`config.mk`:
```
export PLATFORM = sky130hd
export DESIGN_NAME = instance_dispatch_selector
export DESIGN_NICKNAME = d
export VERILOG_FILES = /design/src/rtl/core/ids_pkg.sv /design/src/rtl/core/instance_dispatch_selector.sv
export SDC_FILE = /design/constraint.sdc
export NUM_CORES = 1
export LEC_CHECK = 0
export ABC_AREA = 1
export ABC_CLOCK_PERIOD_IN_PS = 4600
export BUFFER_PORTS_ARGS = -buffer_cell sky130_fd_sc_hd__buf_2
export CORE_ASPECT_RATIO = 1.75
export CORE_MARGIN = 2
export CORE_UTILIZATION = 40
export CTS_CLUSTER_DIAMETER = 60
export DETAILED_ROUTE_END_ITERATION = 10
export PLACE_DENSITY = 0.66
export SYNTH_ARGS = -nofsm -noshare
export SYNTH_HDL_FRONTEND = slang
export SYNTH_SLANG_ARGS = --single-unit
export TNS_END_PERCENT = 30
```
`constraint.sdc`:
```
create_clock -name aclk -period 4.6 [get_ports aclk]
set_input_delay 0.23 -clock aclk [delete_from_list [all_inputs] [get_ports aclk]]
set_output_delay 0.23 -clock aclk [all_outputs]
set_load 0.02 [all_outputs]
```
`src/rtl/core/ids_pkg.sv`:
```
// ----------------------------------------------------------------------------
// ids_pkg
// Types, codes and the letter-range table shared by the instance dispatch
// selector.
// ----------------------------------------------------------------------------
package ids_pkg;

    // sequencer states
    typedef enum logic [1:0] {
        ST_IDLE,
        ST_SCAN_A,
        ST_SCAN_B,
        ST_FINISH
    } ids_state_t;

    // request kinds carried in s_tuser
    localparam logic [1:0] OP_SELECT  = 2'd0;
    localparam logic [1:0] OP_AVAIL   = 2'd1;
    localparam logic [1:0] OP_ENTRIES = 2'd2;

    // dispatch policies
    localparam logic [1:0] POL_RR    = 2'd0;
    localparam logic [1:0] POL_LEAST = 2'd1;
    localparam logic [1:0] POL_KEY   = 2'd2;

    // key letters
    localparam logic [7:0] UPPER_FIRST  = 8'd65;
    localparam logic [7:0] UPPER_LAST   = 8'd90;
    localparam logic [7:0] LETTER_FIRST = 8'd97;
    localparam logic [7:0] LETTER_LAST  = 8'd122;
    localparam logic [7:0] CASE_OFFSET  = 8'd32;

    // letters per available instance: ceil(26 / n)
    function automatic logic [4:0] letters_per(input logic [4:0] n);
        logic [4:0] per;
        case (n) inside
            5'd1:                        per = 5'd26;
            5'd2:                        per = 5'd13;
            5'd3:                        per = 5'd9;
            5'd4:                        per = 5'd7;
            5'd5:                        per = 5'd6;
            5'd6:                        per = 5'd5;
            5'd7, 5'd8:                  per = 5'd4;
            5'd9, 5'd10, 5'd11, 5'd12:   per = 5'd3;
            5'd0:                        per = 5'd26;
            default: begin
                if (n <= 5'd25) begin
                    per = 5'd2;
                end else begin
                    per = 5'd1;
                end
            end
        endcase
        return per;
    endfunction

endpackage

```
`src/rtl/core/instance_dispatch_selector.sv`:
```
// ----------------------------------------------------------------------------
// instance_dispatch_selector
// Picks a storage instance per select request under round-robin, least-used
// or key-range policy, and takes availability and entry-count updates.
//
//  channel   | direction | handshake           | word
//  ----------+-----------+---------------------+------------------------------
//  s_        | in        | s_tvalid / s_tready | tuser op, tdata key/target/..
//  m_        | out       | m_tvalid / m_tready | tuser granted, tdata index
//  cfg_      | in        | cfg_valid/cfg_ready | policy_mode
//
// A select word walks the instances one per cycle through a single compare
// unit: round robin in one pick pass, least used and key range in a first
// counting or minimum pass, then a pick pass where one is needed. Synchronous
// reset clears control and output state; the scan working registers are not.
// The result sits in an output register; a new word is taken while it waits,
// and a finished word holds in the last step until that register is free.
// ----------------------------------------------------------------------------
module instance_dispatch_selector
    import ids_pkg::*;
#(
    parameter int INSTANCES  = 8,
    parameter int COUNT_BITS = 16
) (
    input  logic        aclk,
    input  logic        aresetn,
    // configuration
    input  logic        cfg_valid,
    output logic        cfg_ready,
    input  logic [1:0]  cfg_data,      // policy_mode
    // requests
    input  logic        s_tvalid,
    output logic        s_tready,
    input  logic [1:0]  s_tuser,       // op
    input  logic [31:0] s_tdata,       // key_first_char, target_index,
                                       // avail_value, entries_value, zero pad
    // results
    output logic        m_tvalid,
    input  logic        m_tready,
    output logic [0:0]  m_tuser,       // granted
    output logic [7:0]  m_tdata        // chosen_index, zero pad
);

    localparam int IDX_W = (INSTANCES > 1) ? $clog2(INSTANCES) : 1;
    localparam int CNT_W = $clog2(INSTANCES + 1);
    localparam logic [IDX_W-1:0] IDX_MAX  = IDX_W'(INSTANCES - 1);
    localparam logic [CNT_W-1:0] STEP_MAX = CNT_W'(INSTANCES - 1);

    // input word fields
    logic [7:0]  in_key;
    logic [2:0]  in_target;
    logic        in_avail;
    logic [15:0] in_entries;

    assign in_key     = s_tdata[7:0];
    assign in_target  = s_tdata[10:8];
    assign in_avail   = s_tdata[11];
    assign in_entries = s_tdata[27:12];

    ids_state_t state_reg, state_next;

    logic [1:0]            policy_reg;
    logic [INSTANCES-1:0]  avail_reg,  avail_next;
    logic [COUNT_BITS-1:0] used_reg [INSTANCES];
    logic                  used_we;
    logic [IDX_W-1:0]      used_waddr;
    logic [COUNT_BITS-1:0] used_wdata;
    logic [IDX_W-1:0]      last_reg,   last_next;
    logic                  last_valid_reg, last_valid_next;

    logic [IDX_W-1:0]      idx_reg,    idx_next;
    logic [CNT_W-1:0]      step_reg,   step_next;
    logic                  found_reg,  found_next;
    logic                  tie_reg,    tie_next;
    logic [IDX_W-1:0]      best_reg,   best_next;
    logic [COUNT_BITS-1:0] min_reg,    min_next;
    logic [CNT_W-1:0]      num_reg,    num_next;
    logic [5:0]            acc_reg,    acc_next;
    logic [4:0]            letter_reg, letter_next;
    logic                  letter_ok_reg, letter_ok_next;
    logic                  key_pass_reg,  key_pass_next;
    logic                  grant_reg,  grant_next;
    logic [IDX_W-1:0]      pick_reg,   pick_next;

    logic                  out_valid_reg, out_valid_next;
    logic                  out_grant_reg, out_grant_next;
    logic [2:0]            out_idx_reg,   out_idx_next;

    // shared scan datapath
    logic                  accept;
    logic                  cur_av;
    logic [COUNT_BITS-1:0] cur_used;
    logic                  last_step;
    logic [IDX_W-1:0]      idx_wrap;
    logic [IDX_W-1:0]      start_idx;
    logic                  target_ok;
    logic [IDX_W-1:0]      target_idx;
    logic [7:0]            key_fold;
    logic                  lu_take;
    logic                  lu_tie;
    logic                  lu_found_nx;
    logic                  lu_tie_nx;
    logic [IDX_W-1:0]      lu_best_nx;
    logic [CNT_W-1:0]      num_nx;
    logic [4:0]            per;
    logic [5:0]            acc_sum;
    logic                  key_hit;
    logic                  out_free;

    assign accept    = s_tvalid && s_tready;
    assign cur_av    = avail_reg[idx_reg];
    assign cur_used  = used_reg[idx_reg];
    assign last_step = (step_reg == STEP_MAX);
    assign idx_wrap  = (idx_reg == IDX_MAX) ? '0 : idx_reg + 1'b1;
    assign start_idx = !last_valid_reg ? '0
                     : ((last_reg == IDX_MAX) ? '0 : last_reg + 1'b1);

    assign target_ok  = (32'(in_target) < INSTANCES);
    assign target_idx = IDX_W'(in_target);

    // fold upper case before the range check
    assign key_fold = (in_key >= UPPER_FIRST && in_key <= UPPER_LAST)
                    ? in_key + CASE_OFFSET : in_key;

    // least-used compare
    assign lu_take     = cur_av && (!found_reg || cur_used < min_reg);
    assign lu_tie      = cur_av && found_reg && (cur_used == min_reg);
    assign lu_found_nx = found_reg || cur_av;
    assign lu_tie_nx   = lu_take ? 1'b0 : (tie_reg || lu_tie);
    assign lu_best_nx  = lu_take ? idx_reg : best_reg;

    // key range: instance covers letters [acc, acc + per)
    assign num_nx  = num_reg + CNT_W'(cur_av);
    assign per     = letters_per(5'(num_reg));
    assign acc_sum = acc_reg + {1'b0, per};
    assign key_hit = cur_av && ({1'b0, letter_reg} < acc_sum);

    assign out_free = !out_valid_reg || m_tready;

    // next state
    always_comb begin
        state_next = state_reg;
        unique case (state_reg)
            ST_IDLE: begin
                if (accept) begin
                    if (s_tuser == OP_SELECT) begin
                        case (policy_reg) inside
                            POL_RR:             state_next = ST_SCAN_B;
                            POL_LEAST, POL_KEY: state_next = ST_SCAN_A;
                            default:            state_next = ST_FINISH;
                        endcase
                    end else begin
                        state_next = ST_FINISH;
                    end
                end
            end
            ST_SCAN_A: begin
                if (last_step) begin
                    if (policy_reg == POL_LEAST) begin
                        state_next = (lu_found_nx && lu_tie_nx) ? ST_SCAN_B : ST_FINISH;
                    end else begin
                        state_next = (num_nx != '0 && letter_ok_reg) ? ST_SCAN_B
                                                                     : ST_FINISH;
                    end
                end
            end
            ST_SCAN_B: begin
                if (key_pass_reg ? key_hit : cur_av) begin
                    state_next = ST_FINISH;
                end else if (last_step) begin
                    state_next = ST_FINISH;
                end
            end
            ST_FINISH: begin
                if (out_free) begin
                    state_next = ST_IDLE;
                end
            end
            default: state_next = ST_IDLE;
        endcase
    end

    // datapath and outputs
    always_comb begin
        avail_next      = avail_reg;
        used_we         = 1'b0;
        used_waddr      = target_idx;
        used_wdata      = COUNT_BITS'({16'd0, in_entries});
        last_next       = last_reg;
        last_valid_next = last_valid_reg;
        idx_next        = idx_reg;
        step_next       = step_reg;
        found_next      = found_reg;
        tie_next        = tie_reg;
        best_next       = best_reg;
        min_next        = min_reg;
        num_next        = num_reg;
        acc_next        = acc_reg;
        letter_next     = letter_reg;
        letter_ok_next  = letter_ok_reg;
        key_pass_next   = key_pass_reg;
        grant_next      = grant_reg;
        pick_next       = pick_reg;
        out_valid_next  = out_valid_reg && !m_tready;
        out_grant_next  = out_grant_reg;
        out_idx_next    = out_idx_reg;

        s_tready  = (state_reg == ST_IDLE);
        cfg_ready = 1'b1;

        unique case (state_reg)
            ST_IDLE: begin
                if (accept) begin
                    grant_next     = 1'b0;
                    pick_next      = '0;
                    step_next      = '0;
                    found_next     = 1'b0;
                    tie_next       = 1'b0;
                    num_next       = '0;
                    acc_next       = '0;
                    key_pass_next  = 1'b0;
                    letter_next    = 5'(key_fold - LETTER_FIRST);
                    letter_ok_next = (key_fold >= LETTER_FIRST)
                                  && (key_fold <= LETTER_LAST);
                    idx_next       = (policy_reg == POL_RR) ? start_idx : '0;
                    case (s_tuser)
                        OP_AVAIL: begin
                            if (target_ok) begin
                                avail_next[target_idx] = in_avail;
                            end
                        end
                        OP_ENTRIES: begin
                            used_we = target_ok;
                        end
                        default: ;
                    endcase
                end
            end
            ST_SCAN_A: begin
                if (policy_reg == POL_LEAST) begin
                    found_next = lu_found_nx;
                    tie_next   = lu_tie_nx;
                    best_next  = lu_best_nx;
                    if (lu_take) begin
                        min_next = cur_used;
                    end
                end else begin
                    num_next = num_nx;
                end
                if (last_step) begin
                    step_next = '0;
                    if (policy_reg == POL_LEAST) begin
                        idx_next = start_idx;
                        if (lu_found_nx && !lu_tie_nx) begin
                            grant_next = 1'b1;
                            pick_next  = lu_best_nx;
                        end
                    end else begin
                        idx_next      = '0;
                        key_pass_next = 1'b1;
                    end
                end else begin
                    idx_next  = idx_wrap;
                    step_next = step_reg + 1'b1;
                end
            end
            ST_SCAN_B: begin
                if (key_pass_reg ? key_hit : cur_av) begin
                    grant_next = 1'b1;
                    pick_next  = idx_reg;
                end else begin
                    if (cur_av) begin
                        acc_next = acc_sum;
                    end
                    idx_next  = idx_wrap;
                    step_next = step_reg + 1'b1;
                end
            end
            ST_FINISH: begin
                if (out_free) begin
                    out_valid_next = 1'b1;
                    out_grant_next = grant_reg;
                    out_idx_next   = 3'(pick_reg);
                    if (grant_reg) begin
                        last_next       = pick_reg;
                        last_valid_next = 1'b1;
                    end
                end
            end
            default: ;
        endcase
    end

    assign m_tvalid = out_valid_reg;
    assign m_tuser  = out_grant_reg;
    assign m_tdata  = {5'd0, out_idx_reg};

    always_ff @(posedge aclk) begin
        if (!aresetn) begin
            state_reg      <= ST_IDLE;
            policy_reg     <= POL_RR;
            avail_reg      <= '0;
            for (int i = 0; i < INSTANCES; i++) begin
                used_reg[i] <= '0;
            end
            last_reg       <= '0;
            last_valid_reg <= 1'b0;
            out_valid_reg  <= 1'b0;
            out_grant_reg  <= 1'b0;
            out_idx_reg    <= '0;
        end else begin
            state_reg      <= state_next;
            if (cfg_valid && cfg_ready) begin
                policy_reg <= cfg_data;
            end
            avail_reg      <= avail_next;
            if (used_we) begin
                used_reg[used_waddr] <= used_wdata;
            end
            last_reg       <= last_next;
            last_valid_reg <= last_valid_next;
            out_valid_reg  <= out_valid_next;
            out_grant_reg  <= out_grant_next;
            out_idx_reg    <= out_idx_next;
        end
    end

    // scan working registers
    always_ff @(posedge aclk) begin
        idx_reg       <= idx_next;
        step_reg      <= step_next;
        found_reg     <= found_next;
        tie_reg       <= tie_next;
        best_reg      <= best_next;
        min_reg       <= min_next;
        num_reg       <= num_next;
        acc_reg       <= acc_next;
        letter_reg    <= letter_next;
        letter_ok_reg <= letter_ok_next;
        key_pass_reg  <= key_pass_next;
        grant_reg     <= grant_next;
        pick_reg      <= pick_next;
    end

endmodule
```
==> impl_metrics.json, run 1 <==
{
  "p_per_area_nw_per_um2": 550.5,
  "diodes": 0,
  "ys_seq_elements": 201,
  "path_clk_slew_ns": 0.06,
  "relSlewSlack_pct": 43.34,
  "peakVddDrop_uv": 572.4,
  "syn_area_um2": 9802,
  "dp_hpwl_mm": 15.31,
  "clk_latency_ns": 0.50,
  "cts-resized-gates": 0,
  "overflow": 0,
  "htree_levels": 1,
  "netSwitchingPower_mw": 2.121,
  "fmax_ghz": 0.2826,
  "cts_tree": "done",
  "maxCapViolations": 0,
  "drive_gt1_share_pct": 9.378,
  "viasPerCell": 5.117,
  "grt_pass1_wl_mm": 36.51,
  "port_buffers": 42,
  "num_rows": 75,
  "p_comb_share_pct": 32.6,
  "grt_pass1_vias": 7178,
  "seqPwrFrac_pct": 39.8,
  "core_area_um2": 24020,
  "worst_slack_ns": 1.062,
  "hold_viol": 0,
  "clockBufferDepth": 3,
  "synthCells": 1026,
  "critPathMaxFanout": 13,
  "cts.sink_count": 201,
  "die_h_um": 211.1,
  "slew_violations": 0,
  "crit_type": "flop to flop",
  "leakage_nw": 4.595,
  "pre_cts_slack_ns": 1.082,
  "place_congestion": 0.8079,
  "wl_mm": 23.09,
  "antenna_found_initial": 0,
  "start_kind": "flop",
  "fillers": 2299,
  "ys_seq_area_share_pct": 59.13,
  "fp.dieArea_um2": 25820,
  "hold_path.class": "primary input to flop",
  "rsz0062_at_grt": "no",
  "grt_max_degree": 65,
  "cts_buffers": 20,
  "yosys_warnings": 0,
  "pin_count": 53,
  "period_minus_slack_ns": 3.538,
  "synth_cell_type_count": 36,
  "areaGrowthSynthToFinish_pct": 12.38,
  "status": "finished, final reports clean",
  "critPathRequiredTime_ns": 4.81,
  "power.total_mw": 6.064,
  "clkPwrFrac_pct": 27.6,
  "grt_usage_pct": 18.37,
  "worst_slew_pin_slew_ns": 0.8479,
  "avgSynthCellArea_um2": 9.554,
  "endpoint_kind": "flop",
  "final.setup.tns_ns": 0,
  "vias": 7087,
  "drc": 0,
  "drt-initial-drc-count": 580,
  "first_pass_iters": 5,
  "fin_crit_sh_pct": 76.92,
  "die_w_um": 122.3,
  "largest_reg_flops": 128,
  "clockRootBuffer": "clkbuf_16",
  "final_antenna_net_count": 0,
  "crit_arrival_ns": 3.75,
  "wl_per_cell_um": 16.67,
  "start_util_pct": 40.80,
  "p_sw_share_pct": 34.97,
  "skew_ns": 0.007725,
  "final_nets": 1148,
  "p_int_mw": 3.944,
  "setup_viol": 0
}
path summary, 6_finish.rpt:
path / start / to / slack (ns) / cells past startpoint
worst min-delay path: cfg_data[0] / policy_reg[0]$_SDFFE_PN0P_ / 0.02 / 3
worst max-delay path: flop / pick_reg[1]$_SDFFCE_PP0P_ / 1.06 / 19
worst max register to register: flop / pick_reg[1]$_SDFFCE_PP0P_ / 1.06 / 19
worst min register to register: m_tuser$_SDFFE_PN0P_ / m_tuser$_SDFFE_PN0P_ / 0.46 / 2
final cells by class:
type	count	area, um2	area share, %
Clock buffer	27	548.0	4.975
Clock inverter	8	111.4	1.011
Inverter	106	397.9	3.612
Multi-Input combinational cell	676	3408	30.94
Sequential cell	201	5797	52.62
Tap cell	308	385.4	3.498
Timing Repair Buffer	59	367.9	3.339
cells in the final DEF (no fill, tap or decap), types with 19 or more instances in the layout:
cell	n
nor2_1	297
o21ai_0	92
o22ai_1	20
edfxtp_1	177
a21oi_1	27
nand2_1	95
dfxtp_1	23
clkbuf_16	21
inv_1	100
a31oi_1	19
nand3_1	27
ha_1	42
buf_2	42
logic make-up after synthesis:
kind of cell               count (synthesis)  share of synthesized area (%)
and+or+nand+nor                          446                          18.51
adders and majority gates                 43                          5.565
DFF                                      201                          59.13
buffers and inverters                    153                          6.255
xor gates and xnor gates                  10                         0.8936
other                                      2                        0.07662
AOI/OAI and AO/OA                        171                          9.574
power groups by stage:
stage | Combinational, mW | Clock [mW] | Sequential (mW)
after global placement | 1.93 | 0 | 2.44
after floorplan | 1.43 | 0 | 2.40
after detailed placement | 1.98 | 0 | 2.45
final | 1.98 | 1.68 | 2.41
after global routing | 2.29 | 1.77 | 2.43
after CTS | 2.00 | 1.70 | 2.41
per-layer routing:
metal / vias to the layer above / GRT usage (%) / wire [um]
met4: 0 / 7.570 / 861
met3: 50 / 2.025 / 916
met5: - / 0 / 0
met1: 3355 / 19.72 / 8441
met2: 170 / 35.46 / 12870
li1: 3512 / - / -
synth_stat cells, drive strengths merged:
library cell / count / area, um2
fa: 1 / 20.02
nor4: 1 / 21.27
or2: 2 / 12.51
ha: 42 / 525.5
o211ai: 3 / 22.52
nor2: 297 / 1115
nand4: 8 / 87.58
conb: 2 / 7.510
o21ai: 94 / 470.5
a211oi: 2 / 15.01
buf: 16 / 97.60
o22ai: 20 / 125.1
xor2: 8 / 70.07
or3: 1 / 6.260
o2111a: 1 / 11.26
nor3: 11 / 55.05
edfxtp: 177 / 5315
clkbuf: 31 / 117.6
clkinv: 2 / 7.510
nand3: 27 / 135.1
a31oi: 19 / 118.9
inv: 104 / 390.4
xnor2: 2 / 17.52
a21o: 1 / 7.510
o32ai: 2 / 17.52
a22oi: 2 / 15.01
a21oi: 27 / 135.1
nand2: 99 / 381.6
dfxtp: 24 / 480.5
worst max-delay path, cell delays in order, from the launching register on:
cell	delay, ns
dfxtp_1	0.32
inv_1	0.37
buf_4	0.28
o21ai_0	0.12
o22ai_1	0.21
nor2_1	0.07
a31oi_1	0.34
ha_1	0.32
nand2_1	0.08
nand2_1	0.05
nand3_1	0.06
nand2_1	0.05
a21oi_1	0.17
nand2_1	0.10
nand2_1	0.09
nand2_2	0.12
nand3_1	0.09
inv_1	0.05
a211oi_1	0.17
buf_4	0.18
per-stage QoR:
stage | hold WS (ns) | utilization (%) | instance area [um2] | std cells
3_3_place_gp | 0.4540 | 43.03 | 10340 | 1348
2_1_floorplan | 0.3684 | - | 9817 | 1030
4_1_cts | 0.001290 | 45.85 | 11020 | 1385
6_report | 0.01732 | 45.85 | 11020 | 1385
3_5_place_dp | 0.4561 | 43.03 | 10340 | 1348
5_1_grt | 0.01664 | 45.85 | 11020 | 1385
what timing repair did:
action                                  CTS  global route
endpoints found under the setup margin    0             0
hold buffers                              2             0
buffers inserted                          0             0
hold endpoints to repair                  2             0
No activity file was read; power rests on OpenSTA's default activity.
==> run 2, diff against run 1 <==
--- a/config.mk
+++ b/config.mk
@@ -5,15 +5,15 @@
 export SDC_FILE = /design/constraint.sdc
 export NUM_CORES = 1
 export LEC_CHECK = 0
-export ABC_AREA = 1
-export ABC_CLOCK_PERIOD_IN_PS = 4600
+export ABC_AREA = 0
+export ABC_CLOCK_PERIOD_IN_PS = 2900
 export BUFFER_PORTS_ARGS = -buffer_cell sky130_fd_sc_hd__buf_2
 export CORE_ASPECT_RATIO = 1.75
 export CORE_MARGIN = 2
 export CORE_UTILIZATION = 40
 export CTS_CLUSTER_DIAMETER = 60
 export DETAILED_ROUTE_END_ITERATION = 10
-export PLACE_DENSITY = 0.66
+export PLACE_DENSITY = 0.68
 export SYNTH_ARGS = -nofsm -noshare
 export SYNTH_HDL_FRONTEND = slang
 export SYNTH_SLANG_ARGS = --single-unit
==> constraint.sdc (replaced) <==
create_clock -name aclk -period 2.9 [get_ports aclk]
set_input_delay 0.145 -clock aclk [delete_from_list [all_inputs] [get_ports aclk]]
set_output_delay 0.145 -clock aclk [all_outputs]
set_load 0.02 [all_outputs]
==> impl_metrics.json, run 2 <==
{
  "die_w_um": 123.3,
  "synth.area.top_cells": "edfxtp_1 (53%), mux4_2 (7.7%), and2_1 (7.3%)",
  "port_buffers": 42,
  "pin_count": 53,
  "critPathRequiredTime_ns": 3.09,
  "hold_path.class": "primary input to flop",
  "syn_area_um2": 9962,
  "synthCells": 753,
  "viasPerCell": 5.253,
  "worst_slew_pin_slew_ns": 0.6817,
  "vias": 6230,
  "endpoint_kind": "flop",
  "power.total_mw": 10.60,
  "final_nets": 949,
  "grt_pass1_vias": 6586,
  "setup_viol": 45,
  "hold_viol": 0,
  "fp.dieArea_um2": 26230,
  "synth_edf_count": 177,
  "grt_pass1_wl_mm": 35.38,
  "die_h_um": 212.8,
  "p_per_area_nw_per_um2": 871.1,
  "drive_gt1_share_pct": 28.60,
  "htree_levels": 1,
  "ff2ff_path_depth": 12,
  "layout_common_cells": "edfxtp_1 (177), and2_1 (117), buf_4 (64), buf_2 (42), inv_1 (38)",
  "areaGrowthSynthToFinish_pct": 22.14,
  "yosys.cell_count.top_type": "edfxtp_1",
  "ys_seq_elements": 201,
  "maxCapViolations": 0,
  "start_util_pct": 40.61,
  "fin_crit_sh_pct": 113.9,
  "period_minus_slack_ns": 3.304,
  "slew_violations": 0,
  "dp_hpwl_mm": 15.72,
  "grt_max_degree": 32,
  "clockRootBuffer": "clkbuf_16",
  "largest_reg_flops": 128,
  "relSlewSlack_pct": 54.46,
  "routed-wl-met2_mm": 13.26,
  "crit_arrival_ns": 3.50,
  "worst_hold_slack_ns": 0.007642,
  "violations": "setup timing",
  "place_congestion": 0.7987,
  "top_layer": "met4",
  "worst_slack_ns": -0.4039,
  "start_kind": "flop",
  "crit_type": "flop to flop",
  "leakage_nw": 4.764,
  "yosysTopAreaCell": "edfxtp_1",
  "overflow": 0,
  "skew_ns": 0.01908,
  "critPathMaxFanout": 13,
  "wl_mm": 23.15,
  "layout_commonest_cell": "edfxtp_1",
  "path_clk_slew_ns": 0.07,
  "wl_met3_um": 687,
  "cts_buffers": 19,
  "rsz0062_at_grt": "yes",
  "synth_cell_type_count": 55,
  "reg2reg_to": "min_reg[11]$_DFFE_PP_",
  "wl_met1_mm": 8.066,
  "peakVddDrop_uv": 481.6,
  "drc": 0,
  "final_antenna_net_count": 0,
  "synthFlopType": "edfxtp_1",
  "crit_path_end": "min_reg[11]$_DFFE_PP_",
  "yosys_warnings": 0,
  "grt_usage_pct": 18.11,
  "first_pass_iters": 4,
  "synthTopCellsByCount": "edfxtp_1 (177), and2_1 (117), ha_1 (42)",
  "clockBufferDepth": 3,
  "drt-initial-drc-count": 314,
  "cts.sink_count": 201,
  "cts_tree": "done",
  "wl_per_cell_um": 19.52,
  "fmax_ghz": 0.3027,
  "ys_async_sr_fraction_pct": 0,
  "num_rows": 76,
  "status": "finished, violations left",
  "ys_seq_area_share_pct": 58.18,
  "yosysTopAreaCellShare_pct": 53.35,
  "clk_latency_ns": 0.50,
  "diodes": 0,
  "avgSynthCellArea_um2": 13.23,
  "r2r_slack_ns": -0.40,
  "core_area_um2": 24530,
  "antenna_found_initial": 0
}
## run 2: cell types whose count changed in the layout (fill, tap and decap cells not counted), moves of 34 or more
cell,delta
buf_4,+51
and2_1,+117
nor2_1,-263
nand2_1,-68
inv_1,-62
o21ai_0,-85
mux4_2,+34
## run 2: metal layers
| layer | vias up | GRT usage, % |
|---|---|---|
| li1 | 2963 | - |
| met1 | 3093 | 18.28 |
| met2 | 114 | 35.39 |
| met3 | 60 | 1.950 |
| met4 | 0 | 9.208 |
| met5 | - | 0 |
## run 2: cell type report
cell class,instances,area [um2]
sequential,201,5799
tap,312,390.4
fill,2146,12370
timing repair buffer,126,972.2
clock inverter,9,118.9
multi-input combinational,477,4254
inverter,40,150.1
clock buffer,21,483.0
## run 2: through the flow
| step | utilization (%) | area [um2] | cells | TNS, ns | worst slack [ns] |
|---|---|---|---|---|---|
| final | 49.60 | 12170 | 1186 | -15.72 | -0.4039 |
| after global placement | 45.71 | 11210 | 1138 | -15.09 | -0.3793 |
| after CTS | 48.96 | 12010 | 1180 | -14.64 | -0.4233 |
| after floorplan | - | 10290 | 757 | -9.563 | -0.3130 |
| after detailed placement | 45.71 | 11210 | 1138 | -15.66 | -0.4028 |
| after global routing | 49.60 | 12170 | 1186 | -23.84 | -0.6052 |
## run 2: kinds of logic after synthesis
kind of cell | share of synthesized area, %
AND/OR/NAND/NOR | 15.15
flip-flops | 58.18
AO/OA/AOI/OAI | 5.715
buffers and inverters | 3.253
multiplexers | 11.28
adder cells (fa/ha/maj) | 5.476
XOR/XNOR | 0.8792
other | 0.07539
## run 2: how the worst min path moves through the flow
stage | from | endpoint | slack (ns) | cells past startpoint
final | s_tdata[4] | letter_reg[4]$_DFFE_PP_ | 0.008 | 2
after global routing | s_tdata[12] | used_reg[1][0]$_SDFFCE_PN0P_ | 0.01 | 2
after CTS | s_tdata[12] | used_reg[3][0]$_SDFFCE_PN0P_ | 0.0002 | 2
after detailed placement | cfg_data[0] | policy_reg[0]$_SDFFE_PN0P_ | 0.41 | 3
after global placement | cfg_data[0] | policy_reg[0]$_SDFFE_PN0P_ | 0.40 | 3
after floorplan | cfg_data[1] | policy_reg[1]$_SDFFE_PN0P_ | 0.31 | 2
## run 2: what timing repair did
action	4_1_cts	5_1_grt
hold buffers	8	0
pin swaps	4	6
cloned	2	1
setup buffers	2	8
resized for setup	14	26
setup endpoints to repair	45	45
endpoints found under the hold margin	9	0
## run 2: power by group
part,switching (mW),internal (mW)
Combinational,2.07,2.19
Clock,1.04,1.46
Sequential,0.261,3.57
Total,3.37,7.23
## run 2: critical path, stage by stage, from the launching register on
cell and delay, ns:
dfxtp_4 0.44, clkbuf_16 0.19, buf_12 0.10, mux4_2 0.49, mux2_4 0.30, ha_4 0.22, a21oi_2 0.14, o21a_1 0.16
nor3_2 0.06, o41ai_4 0.39, nand2_2 0.19, nor2_4 0.16, buf_12 0.16
